File: config.mk
export PLATFORM = sky130hd
export DESIGN_NAME = bitmap_mode_pixel_decoder_core
export DESIGN_NICKNAME = d
export VERILOG_FILES = /design/src/hw/rtl/bmpd_pkg.sv /design/src/hw/rtl/bmpd_chroma.sv /design/src/hw/rtl/bmpd_color.sv /design/src/hw/rtl/bmpd_pix.sv /design/src/hw/rtl/bmpd_serial.sv /design/src/hw/rtl/bitmap_mode_pixel_decoder_core.sv
export SDC_FILE = /design/constraint.sdc
export NUM_CORES = 1
export LEC_CHECK = 0
export BUFFER_PORTS_ARGS = -buffer_cell sky130_fd_sc_hd__buf_4
export CAP_MARGIN = 20
export CELL_PAD_IN_SITES_DETAIL_PLACEMENT = 0
export CELL_PAD_IN_SITES_GLOBAL_PLACEMENT = 1
export CORE_AREA = 2 2 241 243
export DETAILED_ROUTE_END_ITERATION = 8
export DIE_AREA = 0 0 243 245
export PLACE_DENSITY = 0.6
export SYNTH_ARGS = -nofsm -noshare
export SYNTH_HDL_FRONTEND = slang
export SYNTH_SLANG_ARGS = --single-unit
File: constraint.sdc
create_clock -name clk -period 12.6 [get_ports clk]
set_input_delay 2.52 -clock clk [delete_from_list [all_inputs] [get_ports clk]]
set_output_delay 2.52 -clock clk [all_outputs]
set_load 0.02 [all_outputs]
File: src/hw/rtl/bmpd_pkg.sv
// ----------------------------------------------------------------------------
// bmpd_pkg
// Shared types and codes of the bitmap-mode pixel decoder: display modes,
// color kinds, request structs and the payload of each pipeline stage.
// ----------------------------------------------------------------------------
package bmpd_pkg;

  // Display mode register
  typedef logic [2:0] mode_t;

  localparam mode_t MODE_NIBBLE  = 3'd0;
  localparam mode_t MODE_TWO_BIT = 3'd1;
  localparam mode_t MODE_PLANAR  = 3'd2;
  localparam mode_t MODE_DIRECT  = 3'd3;
  localparam mode_t MODE_YJK     = 3'd4;
  localparam mode_t MODE_YJK_ESC = 3'd5;
  localparam mode_t MODE_NONE    = 3'd6;

  // Color kind of one pixel
  typedef logic [1:0] kind_t;

  localparam kind_t KIND_PALETTE = 2'd0;
  localparam kind_t KIND_DIRECT  = 2'd1;
  localparam kind_t KIND_RGB     = 2'd2;

  // Pixel count of one request
  typedef logic [4:0] count_t;

  localparam count_t COUNT_QUAD  = 5'd4;
  localparam count_t COUNT_OCTET = 5'd8;
  localparam count_t COUNT_FULL  = 5'd16;

  // Two-bit mode: odd pixels use the upper palette bank
  localparam logic [4:0] PAL_BANK_HI = 5'd16;
  // YJK escape flag in each byte
  localparam int ESC_BIT = 3;

  // Input request
  typedef struct packed {
    logic [7:0] byte_0;
    logic [7:0] byte_1;
    logic [7:0] byte_2;
    logic [7:0] byte_3;
  } in_item_t;

  // Result request
  typedef struct packed {
    kind_t       color_kind;
    logic [14:0] color_value;
    logic        last_pixel;
  } out_item_t;

  // Stage 1: bytes plus the shared chroma pair
  typedef struct packed {
    logic [3:0][7:0] pix_byte;
    mode_t           mode;
    logic [5:0]      chroma_j;
    logic [5:0]      chroma_k;
  } s1_t;

  // Stage 2: unclipped color terms per lane
  typedef struct packed {
    logic [3:0][7:0] pix_byte;
    mode_t           mode;
    logic [3:0][6:0] red_raw;
    logic [3:0][6:0] grn_raw;
    logic [3:0][9:0] blu_num;
  } s2_t;

  // One pixel before it gets its last flag
  typedef struct packed {
    kind_t       kind;
    logic [14:0] value;
  } pix_t;

  // Stage 3: pixel list in screen order, entry 0 first
  typedef struct packed {
    pix_t [15:0] pix;
    count_t      count;
  } s3_t;

endpackage

File: src/hw/rtl/bmpd_chroma.sv
// ----------------------------------------------------------------------------
// bmpd_chroma
// First pipeline stage: capture the four bytes and the mode, and form the
// signed 6-bit chroma pair J and K.
// ----------------------------------------------------------------------------
module bmpd_chroma (
  input  logic              clk,
  input  logic              rst_n,
  input  logic              up_valid,
  output logic              up_ready,
  input  bmpd_pkg::in_item_t up_data,
  input  bmpd_pkg::mode_t   up_mode,
  output logic              dn_valid,
  input  logic              dn_ready,
  output bmpd_pkg::s1_t     dn_data
);
  import bmpd_pkg::*;

  logic valid_r;
  s1_t  data_r;
  s1_t  data_nxt;

  // Advance when the stage is empty or the next one takes the request
  assign up_ready = !valid_r || dn_ready;

  // Unpack bytes; K from bytes 0/1, J from bytes 2/3 (low three bits each)
  always_comb begin
    data_nxt.pix_byte[0] = up_data.byte_0;
    data_nxt.pix_byte[1] = up_data.byte_1;
    data_nxt.pix_byte[2] = up_data.byte_2;
    data_nxt.pix_byte[3] = up_data.byte_3;
    data_nxt.mode        = up_mode;
    data_nxt.chroma_k    = {up_data.byte_1[2:0], up_data.byte_0[2:0]};
    data_nxt.chroma_j    = {up_data.byte_3[2:0], up_data.byte_2[2:0]};
  end

  always_ff @(posedge clk) begin
    if (!rst_n) begin
      valid_r <= 1'b0;
    end else if (up_ready) begin
      valid_r <= up_valid;
    end
  end

  always_ff @(posedge clk) begin
    if (up_ready && up_valid) begin
      data_r <= data_nxt;
    end
  end

  assign dn_valid = valid_r;
  assign dn_data  = data_r;

endmodule

File: src/hw/rtl/bmpd_color.sv
// ----------------------------------------------------------------------------
// bmpd_color
// Second pipeline stage: per pixel lane, form the unclipped YJK terms
// y + J, y + K and the blue numerator 5y - 2J - K.
// ----------------------------------------------------------------------------
module bmpd_color (
  input  logic          clk,
  input  logic          rst_n,
  input  logic          up_valid,
  output logic          up_ready,
  input  bmpd_pkg::s1_t up_data,
  output logic          dn_valid,
  input  logic          dn_ready,
  output bmpd_pkg::s2_t dn_data
);
  import bmpd_pkg::*;

  logic valid_r;
  s2_t  data_r;
  s2_t  data_nxt;

  assign up_ready = !valid_r || dn_ready;

  // Four independent lanes
  always_comb begin
    logic        [4:0] luma;
    logic signed [6:0] j7;
    logic signed [6:0] k7;
    logic signed [9:0] j10;
    logic signed [9:0] k10;
    logic signed [9:0] y10;
    j7  = 7'($signed(up_data.chroma_j));
    k7  = 7'($signed(up_data.chroma_k));
    j10 = 10'($signed(up_data.chroma_j));
    k10 = 10'($signed(up_data.chroma_k));
    data_nxt.pix_byte = up_data.pix_byte;
    data_nxt.mode     = up_data.mode;
    for (int n = 0; n < 4; n++) begin
      luma = up_data.pix_byte[n][7:3];
      y10  = $signed({5'b0, luma});
      data_nxt.red_raw[n] = 7'($signed({2'b0, luma}) + j7);
      data_nxt.grn_raw[n] = 7'($signed({2'b0, luma}) + k7);
      data_nxt.blu_num[n] = 10'((y10 <<< 2) + y10 - (j10 <<< 1) - k10);
    end
  end

  always_ff @(posedge clk) begin
    if (!rst_n) begin
      valid_r <= 1'b0;
    end else if (up_ready) begin
      valid_r <= up_valid;
    end
  end

  always_ff @(posedge clk) begin
    if (up_ready && up_valid) begin
      data_r <= data_nxt;
    end
  end

  assign dn_valid = valid_r;
  assign dn_data  = data_r;

endmodule

File: src/hw/rtl/bmpd_pix.sv
// ----------------------------------------------------------------------------
// bmpd_pix
// Third pipeline stage: divide the blue term, clip the components and build
// the pixel list in screen order for the captured mode.
// ----------------------------------------------------------------------------
module bmpd_pix (
  input  logic          clk,
  input  logic          rst_n,
  input  logic          up_valid,
  output logic          up_ready,
  input  bmpd_pkg::s2_t up_data,
  output logic          dn_valid,
  input  logic          dn_ready,
  output bmpd_pkg::s3_t dn_data
);
  import bmpd_pkg::*;

  logic valid_r;
  s3_t  data_r;
  s3_t  data_nxt;

  // Limit a signed term to 0..31
  function automatic logic [4:0] clip5(input logic signed [9:0] v);
    logic [4:0] res;
    if (v < 10'sd0) begin
      res = 5'd0;
    end else if (v > 10'sd31) begin
      res = 5'd31;
    end else begin
      res = v[4:0];
    end
    return res;
  endfunction

  assign up_ready = !valid_r || dn_ready;

  // Build the list
  always_comb begin
    logic signed [9:0] num;
    logic signed [9:0] quo;
    logic        [7:0] pb;
    logic        [4:0] red;
    logic        [4:0] grn;
    logic        [4:0] blu;
    pb             = '0;
    num            = '0;
    quo            = '0;
    red            = '0;
    grn            = '0;
    blu            = '0;
    data_nxt.pix   = '0;
    data_nxt.count = COUNT_QUAD;
    case (up_data.mode)
      MODE_NIBBLE, MODE_PLANAR: begin
        data_nxt.count = COUNT_OCTET;
        for (int n = 0; n < 4; n++) begin
          data_nxt.pix[2*n].kind    = KIND_PALETTE;
          data_nxt.pix[2*n].value   = {11'b0, up_data.pix_byte[n][7:4]};
          data_nxt.pix[2*n+1].kind  = KIND_PALETTE;
          data_nxt.pix[2*n+1].value = {11'b0, up_data.pix_byte[n][3:0]};
        end
      end
      MODE_TWO_BIT: begin
        data_nxt.count = COUNT_FULL;
        for (int n = 0; n < 4; n++) begin
          pb = up_data.pix_byte[n];
          data_nxt.pix[4*n].kind    = KIND_PALETTE;
          data_nxt.pix[4*n].value   = {13'b0, pb[7:6]};
          data_nxt.pix[4*n+1].kind  = KIND_PALETTE;
          data_nxt.pix[4*n+1].value = {10'b0, PAL_BANK_HI | {3'b0, pb[5:4]}};
          data_nxt.pix[4*n+2].kind  = KIND_PALETTE;
          data_nxt.pix[4*n+2].value = {13'b0, pb[3:2]};
          data_nxt.pix[4*n+3].kind  = KIND_PALETTE;
          data_nxt.pix[4*n+3].value = {10'b0, PAL_BANK_HI | {3'b0, pb[1:0]}};
        end
      end
      MODE_DIRECT: begin
        for (int n = 0; n < 4; n++) begin
          data_nxt.pix[n].kind  = KIND_DIRECT;
          data_nxt.pix[n].value = {7'b0, up_data.pix_byte[n]};
        end
      end
      MODE_YJK, MODE_YJK_ESC: begin
        for (int n = 0; n < 4; n++) begin
          pb  = up_data.pix_byte[n];
          num = $signed(up_data.blu_num[n]);
          // Divide by four, truncating toward zero
          quo = (num + (num[9] ? 10'sd3 : 10'sd0)) >>> 2;
          red = clip5(10'($signed(up_data.red_raw[n])));
          grn = clip5(10'($signed(up_data.grn_raw[n])));
          blu = clip5(quo);
          if (up_data.mode == MODE_YJK_ESC && pb[ESC_BIT]) begin
            data_nxt.pix[n].kind  = KIND_PALETTE;
            data_nxt.pix[n].value = {11'b0, pb[7:4]};
          end else begin
            data_nxt.pix[n].kind  = KIND_RGB;
            data_nxt.pix[n].value = {red, grn, blu};
          end
        end
      end
      default: begin
        // Unsupported mode: four pixels of palette entry 0
        data_nxt.count = COUNT_QUAD;
      end
    endcase
  end

  always_ff @(posedge clk) begin
    if (!rst_n) begin
      valid_r <= 1'b0;
    end else if (up_ready) begin
      valid_r <= up_valid;
    end
  end

  always_ff @(posedge clk) begin
    if (up_ready && up_valid) begin
      data_r <= data_nxt;
    end
  end

  assign dn_valid = valid_r;
  assign dn_data  = data_r;

endmodule

File: src/hw/rtl/bmpd_serial.sv
// ----------------------------------------------------------------------------
// bmpd_serial
// Pixel shifter and output register: loads one pixel list, hands out one pixel
// per cycle while out_stall is low and flags the last pixel of each request.
// ----------------------------------------------------------------------------
module bmpd_serial (
  input  logic                clk,
  input  logic                rst_n,
  input  logic                up_valid,
  output logic                up_ready,
  input  bmpd_pkg::s3_t       up_data,
  output logic                out_valid,
  input  logic                out_stall,
  output bmpd_pkg::out_item_t out_data
);
  import bmpd_pkg::*;

  pix_t [15:0] list_r;
  pix_t [15:0] list_nxt;
  count_t      cnt_r;
  count_t      cnt_nxt;
  logic        out_valid_r;
  logic        out_valid_nxt;
  out_item_t   out_r;
  out_item_t   out_nxt;
  logic        out_free;
  logic        pop;
  logic        load;

  // Output register can take a pixel
  assign out_free = !out_valid_r || !out_stall;
  assign pop      = out_free && (cnt_r != '0);
  // Take the next list as the last pixel of the current one leaves
  assign up_ready = (cnt_r == '0) || ((cnt_r == 5'd1) && out_free);
  assign load     = up_valid && up_ready;

  // Shift the list, count down, fill the output register
  always_comb begin
    list_nxt      = list_r;
    cnt_nxt       = cnt_r;
    out_nxt       = out_r;
    out_valid_nxt = out_free ? (cnt_r != '0) : out_valid_r;
    if (pop) begin
      out_nxt.color_kind  = list_r[0].kind;
      out_nxt.color_value = list_r[0].value;
      out_nxt.last_pixel  = (cnt_r == 5'd1);
      for (int i = 0; i < 15; i++) begin
        list_nxt[i] = list_r[i+1];
      end
      list_nxt[15] = '0;
      cnt_nxt      = cnt_r - 5'd1;
    end
    if (load) begin
      list_nxt = up_data.pix;
      cnt_nxt  = up_data.count;
    end
  end

  always_ff @(posedge clk) begin
    if (!rst_n) begin
      cnt_r       <= '0;
      out_valid_r <= 1'b0;
    end else begin
      cnt_r       <= cnt_nxt;
      out_valid_r <= out_valid_nxt;
    end
  end

  always_ff @(posedge clk) begin
    list_r <= list_nxt;
    out_r  <= out_nxt;
  end

  assign out_valid = out_valid_r;
  assign out_data  = out_r;

endmodule

File: src/hw/rtl/bitmap_mode_pixel_decoder_core.sv
// Path: chroma, color-term and pixel-list registers, then the pixel shifter.
// Throughput: one pixel per cycle while out_stall is low; a request yields 4
// pixels (direct, YJK and unsupported modes), 8 (nibble modes) or 16 (two-bit
// mode), set by the pixel shifter that feeds the output register.
// Reset: synchronous, active low; empties all stages, mode returns to nibble.
// ----------------------------------------------------------------------------
// bitmap_mode_pixel_decoder_core
// Bitmap-mode pixel decoder: three compute stages (chroma, color terms,
// pixel list) followed by a pixel shifter with an output register.
// ----------------------------------------------------------------------------
module bitmap_mode_pixel_decoder_core (
  input  logic                clk,
  input  logic                rst_n,
  input  logic                in_valid,
  output logic                in_stall,
  input  bmpd_pkg::in_item_t  in_data,
  output logic                out_valid,
  input  logic                out_stall,
  output bmpd_pkg::out_item_t out_data,
  input  logic                cfg_we,
  input  bmpd_pkg::mode_t     cfg_wdata
);
  import bmpd_pkg::*;

  mode_t mode_r;
  logic  s1_ready;
  logic  s1_valid;
  s1_t   s1_data;
  logic  s2_ready;
  logic  s2_valid;
  s2_t   s2_data;
  logic  s3_ready;
  logic  s3_valid;
  s3_t   s3_data;
  logic  ser_ready;

  // Display mode register
  always_ff @(posedge clk) begin
    if (!rst_n) begin
      mode_r <= MODE_NIBBLE;
    end else if (cfg_we) begin
      mode_r <= cfg_wdata;
    end
  end

  assign in_stall = !s1_ready;

  bmpd_chroma u_chroma (
    .clk      (clk),
    .rst_n    (rst_n),
    .up_valid (in_valid),
    .up_ready (s1_ready),
    .up_data  (in_data),
    .up_mode  (mode_r),
    .dn_valid (s1_valid),
    .dn_ready (s2_ready),
    .dn_data  (s1_data)
  );

  bmpd_color u_color (
    .clk      (clk),
    .rst_n    (rst_n),
    .up_valid (s1_valid),
    .up_ready (s2_ready),
    .up_data  (s1_data),
    .dn_valid (s2_valid),
    .dn_ready (s3_ready),
    .dn_data  (s2_data)
  );

  bmpd_pix u_pix (
    .clk      (clk),
    .rst_n    (rst_n),
    .up_valid (s2_valid),
    .up_ready (s3_ready),
    .up_data  (s2_data),
    .dn_valid (s3_valid),
    .dn_ready (ser_ready),
    .dn_data  (s3_data)
  );

  bmpd_serial u_serial (
    .clk       (clk),
    .rst_n     (rst_n),
    .up_valid  (s3_valid),
    .up_ready  (ser_ready),
    .up_data   (s3_data),
    .out_valid (out_valid),
    .out_stall (out_stall),
    .out_data  (out_data)
  );

endmodule

# Word-level counts from Yosys, hierarchy flattened
# Index checks and enable logic that the tools add are counted.
# totals
ff_bits	757
in_bits	40
out_inout_bits	20
word_cells	228
# op_classes
add_sub_neg	25
order_cmp	24
eq_ne	6
muxes	40
n_reduce_logical	27
# op_table
operator	count
2-to-1 mux 272 bit	2
case mux 68 bit (4 select lines)	1
2-to-1 mux 5 bit	26
2-to-1 mux 124 bit	1
case mux 56 bit (2 select lines)	1
2-to-1 mux 17 bit	4
adder 6 x 6 -> 7 bit	8
greater-than comparator 7 x 6 -> 1 bit (second input constant)	8
< comparator 7 x 1 -> 1 bit (second input constant)	8
adder 10 x 3 -> 10 bit	4
subtractor 10 x 6 -> 10 bit	4
subtractor 9 x 7 -> 10 bit	4
adder 7 x 5 -> 8 bit	4
greater-than comparator 8 x 6 -> 1 bit (second input constant)	4
< comparator 8 x 1 -> 1 bit (second input constant)	4
logical AND 1 bit	10
case mux 5 bit (2 select lines)	1
2-to-1 mux 2 bit	4
== test 3 x 2 -> 1 bit (second input constant)	2
== test 3 bit (second input constant)	2
logical NOT 1 bit	6
== test 5 x 1 -> 1 bit (second input constant)	1
logical NOT 5 bit	1
logical OR 1 bit	5
other kinds (6)	7

# Depth between registers and ports, before layout
# Gate-level depths: netlist of run 1.
# depth
depth_word	8
depth_mapped	13
ltp_nobuf	13

# Hierarchy
# Synthesis of run 1 repeated with hierarchy kept, for this count alone.
# hier_totals
cells_unflattened	1989
hier_area_um2	29692.2
# by_module_without_submodules
mod	n_inst	cells_each	area_each_um2	seq_area_each_um2
bmpd_serial	1	641	13619.3	8828.5
bmpd_color	1	655	8285.4	3923.8
bmpd_pix	1	631	6476.2	3022.9
bmpd_chroma	1	52	1198.6	1071.0
bitmap_mode_pixel_decoder_core	1	10	112.6	60.1

# Least setup slack after synthesis of run 1
# Ideal clock, no wire load.
# synth_path
kind	input -> register
start	input out_stall
end	register u_color.data_r (netlist bit u_color.dn_data[100]), enable pin
setup_ns	0.811
t_arrival_ns	12.265
required_ns	11.789
path_slack_ns	-0.477
cell_stages	5
path_buffers	0
path_cell_list	nand2_1 a21o_1 nand2_1 and2_1 a21boi_0
# synth_via
elab_chain_len	7
# synth_rtl
element	line_no	text
start, declared	bitmap_mode_pixel_decoder_core.sv:18	input logic out_stall,
logical NOT 1 bit	bmpd_serial.sv:31	assign out_free = !out_valid_r || !out_stall;
logical OR 1 bit	bmpd_serial.sv:31	
logical AND 1 bit	bmpd_serial.sv:34	assign up_ready = (cnt_r == '0) || ((cnt_r == 5'd1) && out_free);
logical OR 1 bit	bmpd_serial.sv:34	
logical OR 1 bit	bmpd_pix.sv:35	assign up_ready = !valid_r || dn_ready;
logical OR 1 bit	bmpd_color.sv:22	assign up_ready = !valid_r || dn_ready;
logical AND 1 bit	bmpd_color.sv:56	if (up_ready && up_valid) begin
end signal, assigned	bmpd_color.sv:57	data_r <= data_nxt;
end, declared	bmpd_color.sv:19	s2_t data_r;
# Every way passes these cells.
# A chain may end at the register's enable or synchronous reset.

# Worst setup path after layout of run 1
# layout_path
start	input out_stall
end	output in_stall
# layout_via
elab_chain_len	8
# layout_rtl
element	line_no	text
logical NOT 1 bit	bmpd_serial.sv:31	
logical OR 1 bit	bmpd_serial.sv:31	
logical AND 1 bit	bmpd_serial.sv:34	
logical OR 1 bit	bmpd_serial.sv:34	
logical OR 1 bit	bmpd_pix.sv:35	
logical OR 1 bit	bmpd_color.sv:22	
logical OR 1 bit	bmpd_chroma.sv:24	assign up_ready = !valid_r || dn_ready;
logical NOT 1 bit	bitmap_mode_pixel_decoder_core.sv:46	assign in_stall = !s1_ready;
end, declared	bitmap_mode_pixel_decoder_core.sv:15	output logic in_stall,
# Every way passes these cells.

==> results of run 1 <==
[path summary, 6_finish.rpt]
check,end,from,cells after the start,slack [ns]
hold reg to reg,u_serial.out_data[3]$_DFFE_PP_,u_serial.list_r[2]$_DFFE_PP_,0,0.42
setup reg to reg,u_color.dn_data[19]$_DFFE_PP_,u_chroma.dn_data[26]$_DFFE_PP_,12,8.97
hold / removal,u_serial.out_data[3]$_DFFE_PP_,u_serial.list_r[2]$_DFFE_PP_,0,0.42
setup / recovery,in_stall,out_stall,7,6.29
[cell families after synthesis]
kind of cell / Yosys count
AND/OR/NAND/NOR: 517
flip-flops: 405
AO/OA/AOI/OAI: 257
buffers and inverters: 179
adder cells (fa/ha/maj): 143
XOR/XNOR: 88
multiplexers: 10
[cells in the mapped netlist, types with 13 or more instances]
master and n:
a21o_1 17, a211oi_1 14, a21oi_1 55, nand2_1 340, ha_1 99, nor2_1 57
o21a_1 32, a31oi_1 13, and2_1 47, inv_1 136, xor2_1 24, o21ai_0 60
clkbuf_1 25, fa_1 44, xnor2_1 64, nor2b_1 17, nor3_1 13, edfxtp_1 393
[placed cells by master (no fill, tap or decap), drive strengths merged, types with 17 or more instances in the layout]
cell | netlist | layout
inv | 137 | 138
ha | 99 | 99
edfxtp | 393 | 393
buf | 16 | 77
clkinv | 1 | 25
xnor2 | 64 | 64
a21o | 17 | 17
o21a | 32 | 32
clkbuf | 25 | 56
xor2 | 24 | 24
nor2b | 17 | 17
and2 | 47 | 47
fa | 44 | 44
o21ai | 61 | 61
nand2 | 340 | 340
a21oi | 55 | 55
nor2 | 58 | 58
[power by group]
part / switching [mW] / internal [mW] / leakage, nW
Combinational: 0.565 / 0.326 / 4.36
Clock: 0.555 / 0.856 / 0.797
Sequential: 0.132 / 1.95 / 3.89
[worst max-delay path, delay by kind of cell]
family / cells / cell delay, ns
AOI/OAI and AO/OA: 1 / 0.19
and+or+nand+nor: 4 / 0.83
buffers and inverters: 2 / 0.25
[sequential cells by signal (all words and copies together), names as in the netlist, 3 cells and up]
signal	count
u_color.dn_data	128
u_serial.cnt_r	5
u_chroma.dn_data	35
u_pix.dn_data	100
u_serial.out_data	18
mode_r	3
u_serial.list_r	112
[metal layers]
layer	vias to the layer above	global-route usage (%)	wire length, µm
met3	62	2.96	2500
met5	-	0	0
met2	246	24.4	20700
met1	5750	22.9	22300
li1	5779	-	-
met4	0	4.38	890
[cell type report]
type	instances	area (µm²)	share of cell area (%)
clock buffers	56	1250	5.52
repair buffers	77	586	2.58
flip-flops and latches	405	12000	53.1
inverters	138	518	2.28
well taps	765	957	4.22
clock inverters	32	367	1.62
multi-input cells	1015	6970	30.7
[metrics by stage]
step | setup WS (ns) | instance area, µm²
CTS | 6.28 | 22700
global route | 6.20 | 22700
floorplan | 2.90 | 19700
finish | 6.29 | 22700
detailed placement | 6.28 | 21100
global placement | 6.28 | 21100
==> impl_results.md, run 1 <==
- Worst rel slew slack: 27.2%
- Total CTS buffers: 48
- Leading area contributor after synthesis: edfxtp_1
- Maxcap violations: 0
- Worst skew pair latency: 0.59 ns
- Site Rows: 88
- Clock Skews: 0.0190 ns
- Total iterations of the first detailed-routing run: 5
- Vias per cell: 4.76
- CP peak stage delay: 0.32 ns
- Final ANT Viol Nets: 0
- First-pass GRT wire length: 71.2 mm
- Slew at the pin with the worst max-slew slack: 1.08 ns
- Total Power: 4.39 mW
- CTS H-Tree Depth: 2
- Core ar.: 57,000 µm²
- Die area: 59,500 µm²
- Critical path data required time: 10.08 ns
- Critical path peak fanout: 5
- Ys async rst share: 0%
- Initial Util: 34.5%
- WL per Instance: 18.6 µm
- Drt first-iter violations: 964
- Cell chain of the critical path: buf_4, nand2_1, a21o_1, nand2_1, and2_1, and3_1, buf_4
- EDFF count, synth: 393
- Vias in the first global route: 11.6k
- GRT Overall Usage: 15.9%
- Hold buffer count at cts: 0
- Leading post-synthesis cells by cell area: edfxtp_1, nand2_1, ha_1, fa_1, xnor2_1
- Clock period minus worst slack: 6.31 ns
- Clock Pin Slew Worst Setup and Hold Paths: 0.05 ns
- Drt drc: 0
- Max Root-Sink Buffers: 3
- Adder-cell share of the synthesized area: 10.8%
- CP Capture Type: output port
- Mean post-synth cell area: 12.3 µm²
- Share of cells above drive strength 1: 9.58%
- Path type of the worst setup path: input port to output port
- Slowest cell on crit path: and2_1
- Post-Syn Area: 19,700 µm²
- Chip width: 243 µm
- Final worst path period share: 50.1%
- I/O Buffers: 59
- Placer Congestion: 0.815
- Post-Synth Simple-Gate Area: 11.4%
- Final Setup Violations: 0
- Syn_nets: 1,782
- Fillers: 5,505
- FMAX: 0.159 GHz
- Mux contribution to synthesized area: 0.515%
- Clock root cell: clkbuf_16
- Dominant register cell in the synthesized netlist: edfxtp_1
- Inst Count DP: 2,400
- Crit path DAT: 3.79 ns
- Final WL: 46.4 mm
- Status: completed
- Post-synthesis xor/xnor area fraction: 3.92%
- Leakage power: 9.04 nW
- Synth top area share: 60.0%
- Post-layout util: 39.8%
- Routed vias: 11.8k
- Number of synthesized register bits: 405
- Cells after synthesis: 1,599
- CTS Sinks: 405
- Initial antenna violation count: 1
- # IOs: 60
- Startpoint Class: input port
- Worst Hold Class: flop to flop
- Nets@finish: 1,868
- Compound-Gate Fraction of Synth Area: 8.58%
- Cts repair resizes: 0
- PwrDens: 193 nW/µm²
- Antenna fix cells: 0
- Area grow syn2layout: 15.4%
- Final max-slew violation count: 0
- Final HPWL DP: 32.0 mm
- Worst VDD drop: 0.130 mV
- Post-CTS setup buffer count: 0
- Layout Cells excl Fill: 2,488
- Largest family of logic cells by synthesized area: simple AND/OR/NAND/NOR gates
- Yosys cell types: 68
- Total gr overflow: 0
- Yosys warnings: 0
- Worst hold margin: 0.416 ns
- RSZ-0062 raised after global routing: no
- Die H: 245 µm
- Largest net degree at the start of global routing: 99
- Fin. Hold Viols: 0
- Seq/Total Area, Yosys: 61.2%
- CTS tree: built
- Setup TNS Final: 0 ns
(Power assumes the default switching activity.)
==> inputs of run 2 (changes only) <==
--- a/config.mk
+++ b/config.mk
@@ -12,7 +12,7 @@
 export CORE_AREA = 2 2 241 243
 export DETAILED_ROUTE_END_ITERATION = 8
 export DIE_AREA = 0 0 243 245
-export PLACE_DENSITY = 0.6
+export PLACE_DENSITY = 0.57
 export SYNTH_ARGS = -nofsm -noshare
 export SYNTH_HDL_FRONTEND = slang
 export SYNTH_SLANG_ARGS = --single-unit
==> constraint.sdc (replaced) <==
create_clock -name clk -period 5.94 [get_ports clk]
set_input_delay 1.188 -clock clk [delete_from_list [all_inputs] [get_ports clk]]
set_output_delay 1.188 -clock clk [all_outputs]
set_load 0.02 [all_outputs]
==> run 2 against run 1 <==
Routed wire length rose by 2.2%. Clock power up 120%. Flip-flop and latch count stayed put. Sequential power is 110% higher. Global-route usage grew 0.22 points. Largest power group unchanged. Clock skew rose by 0.011 ns. Count of clock-buffer cells in the layout is 6 higher. Worst hold slack barely moved. Total power rose by 110%. Critical path depth stayed put. Combinational power up 110%. Critical endpoint unchanged.
==> impl_results.md, run 2 (synthesized netlist as in run 1, its figures left out) <==
- Max Root-Sink Buffers: 3 (unchanged)
- Site Rows: 88 (unchanged)
- Routed vias: 11.7k (was 11.8k)
- Depth of the most critical reg-to-reg path: 13 (was 12)
- DP Area: 21,100 µm² (about the same)
- Crit path DAT: 2.46 ns (was 3.79 ns)
- I/O Buffers: 59 (unchanged)
- CTS Sinks: 405 (unchanged)
- Final HPWL DP: 32.4 mm (was 32.0 mm)
- Critical path peak fanout: 5 (unchanged)
- Hold buffer count at cts: 0 (unchanged)
- FF-to-FF End: u_color.dn_data[29]$_DFFE_PP_ (was u_color.dn_data[19]$_DFFE_PP_)
- CP peak stage delay: 0.32 ns (about the same)
- Share of cells above drive strength 1: 9.19% (was 9.58%)
- Hold path depth: 0 (unchanged)
- Initial antenna violation count: 1 (unchanged)
- Hold endpoint: u_serial.out_data[7]$_DFFE_PP_ (was u_serial.out_data[3]$_DFFE_PP_)
- Clock Pin Slew Worst Setup and Hold Paths: 0.06 ns (was 0.05 ns)
- Worst Hold Class: flop to flop (unchanged)
- FF-to-FF Start: u_chroma.dn_data[36]$_DFFE_PP_ (was u_chroma.dn_data[26]$_DFFE_PP_)
- # IOs: 60 (unchanged)
- Slew at the pin with the worst max-slew slack: 1.08 ns (about the same)
- Finished layout cell area: 22,700 µm² (about the same)
- Total CTS buffers: 48 (unchanged)
- Vias per cell: 4.70 (was 4.76)
- Most common cell after layout, fill and taps aside: edfxtp_1 (unchanged)
- Layout Cells excl Fill: 2,484 (was 2,488)
- Most frequent cells in the layout: edfxtp_1, nand2_1, inv_1 (unchanged)
- Placer Congestion: 0.796 (was 0.815)
- FMAX: 0.274 GHz
- Final ANT Viol Nets: 0 (unchanged)
- Critical path data required time: 4.75 ns (was 10.08 ns)
- Final Setup Violations: 0 (unchanged)
- Post-CTS setup buffer count: 0 (unchanged)
- Inst Count DP: 2,399 (was 2,400)
- PwrDens: 412 nW/µm² (was 193 nW/µm²)
- Core ar.: 57,000 µm² (unchanged)
- Vias in the first global route: 11.6k (about the same)
- Final worst path period share: 61.5%
- WP buf/inv: 2 (unchanged)
- CTS H-Tree Depth: 2 (unchanged)
- Cell chain of the critical path: buf_4, nand2_1, a21o_1, nand2_1, and2_1, and3_1, buf_4 (unchanged)
- WL per Instance: 19.1 µm (was 18.6 µm)
- Worst skew pair latency: 0.60 ns (was 0.59 ns)
- Chip width: 243 µm (unchanged)
- GRT Overall Usage: 16.1% (was 15.9%)
- Antenna fix cells: 0 (unchanged)
- Final max-slew violation count: 0 (unchanged)
- Worst VDD drop: 0.264 mV (was 0.130 mV)
- RSZ-0062 raised after global routing: no (unchanged)
- Drt drc: 0 (unchanged)
- Hold Startpoint: u_serial.list_r[6]$_DFFE_PP_ (was u_serial.list_r[2]$_DFFE_PP_)
- Crit path max-delay family: simple AND/OR/NAND/NOR gates (unchanged)
- Leakage power: 9.03 nW (was 9.04 nW)
- Path type of the worst setup path: input port to output port (unchanged)
- Startpoint Class: input port (unchanged)
- Number of flip-flops in the largest register: 128 (unchanged)
- Clock Skews: 0.0303 ns (was 0.0190 ns)
- CP Capture Type: output port (unchanged)
- Status: completed (unchanged)
- Cts repair resizes: 0 (unchanged)
- Total iterations of the first detailed-routing run: 5 (unchanged)
- Maxcap violations: 0 (unchanged)
- Post-layout util: 39.8% (about the same)
- Die area: 59,500 µm² (unchanged)
- Initial Util: 34.5% (unchanged)
- Worst rel slew slack: 28.0% (was 27.2%)
- Die H: 245 µm (unchanged)
- R2r setup slk: 2.46 ns (was 8.97 ns)
- Area grow syn2layout: 15.4% (about the same)
- First-pass GRT wire length: 71.7 mm (was 71.2 mm)
- Setup TNS Final: 0 ns (unchanged)
- Fin. Hold Viols: 0 (unchanged)
- Clock period minus worst slack: 3.65 ns
- Total gr overflow: 0 (unchanged)
- CTS tree: built (unchanged)
- Clock root cell: clkbuf_16 (unchanged)
- Drt first-iter violations: 723 (was 964)
- Nets@finish: 1,867 (was 1,868)
- Final WL: 47.4 mm (was 46.4 mm)
- Largest net degree at the start of global routing: 129 (was 99)
- Slowest cell on crit path: and2_1 (unchanged)
[run 2: changes by cell type in the layout (fill, tap and decap cells not counted)]
cell	delta
bufinv_16	+1
clkinv_2	-6
clkinv_1	-4
buf_12	+2
nor2_1	+1
clkbuf_1	+6
clkinvlp_4	+1
inv_6	-1
buf_8	-1
buf_4	-2
nor2_2	-1
[run 2: final cells by class]
class / instances / area [µm²]
clock buffer: 62 / 1270
clock inverter: 23 / 350
fill: 5513 / 34300
inverter: 138 / 518
multi-input combinational: 1015 / 6960
sequential: 405 / 12000
tap: 765 / 957
timing repair buffer: 76 / 596
[run 2: power breakdown]
group | switching (mW) | internal, mW
clock | 1.18 | 1.86
combinational | 1.21 | 0.699
sequential | 0.274 | 4.13
total | 2.66 | 6.69
[run 2: how the worst max path moves through the flow]
stage                                   start                        endpoint  slack [ns]  cells after the start
4_1_cts        u_serial.cnt_r[0]$_SDFFE_PN0P_                        in_stall        2.29                      7
2_1_floorplan                       out_stall  u_color.dn_data[100]$_DFFE_PP_        0.34                      5
6_report                            out_stall                        in_stall        2.29                      7
5_1_grt        u_serial.cnt_r[0]$_SDFFE_PN0P_                        in_stall        2.17                      7
3_5_place_dp                        out_stall                        in_stall        2.30                      7
3_3_place_gp                        out_stall                        in_stall        2.31                      7
[run 2: per-layer routing]
layer	up-vias	part of all wire, %	track usage, %
met3	67	5.0	3.43
li1	5766	-	-
met5	-	0.027	0
met4	2	2.5	4.94
met1	5605	48	22.7
met2	231	45	24.8
[run 2: stage by stage]
stage	worst slack, ns	total power, mW	hold slack [ns]
3_3_place_gp	2.31	6.39	0.402
3_5_place_dp	2.30	6.42	0.405
4_1_cts	2.29	9.50	0.418
5_1_grt	2.17	9.89	0.425
6_report	2.29	9.35	0.417
2_1_floorplan	0.337	5.79	0.400
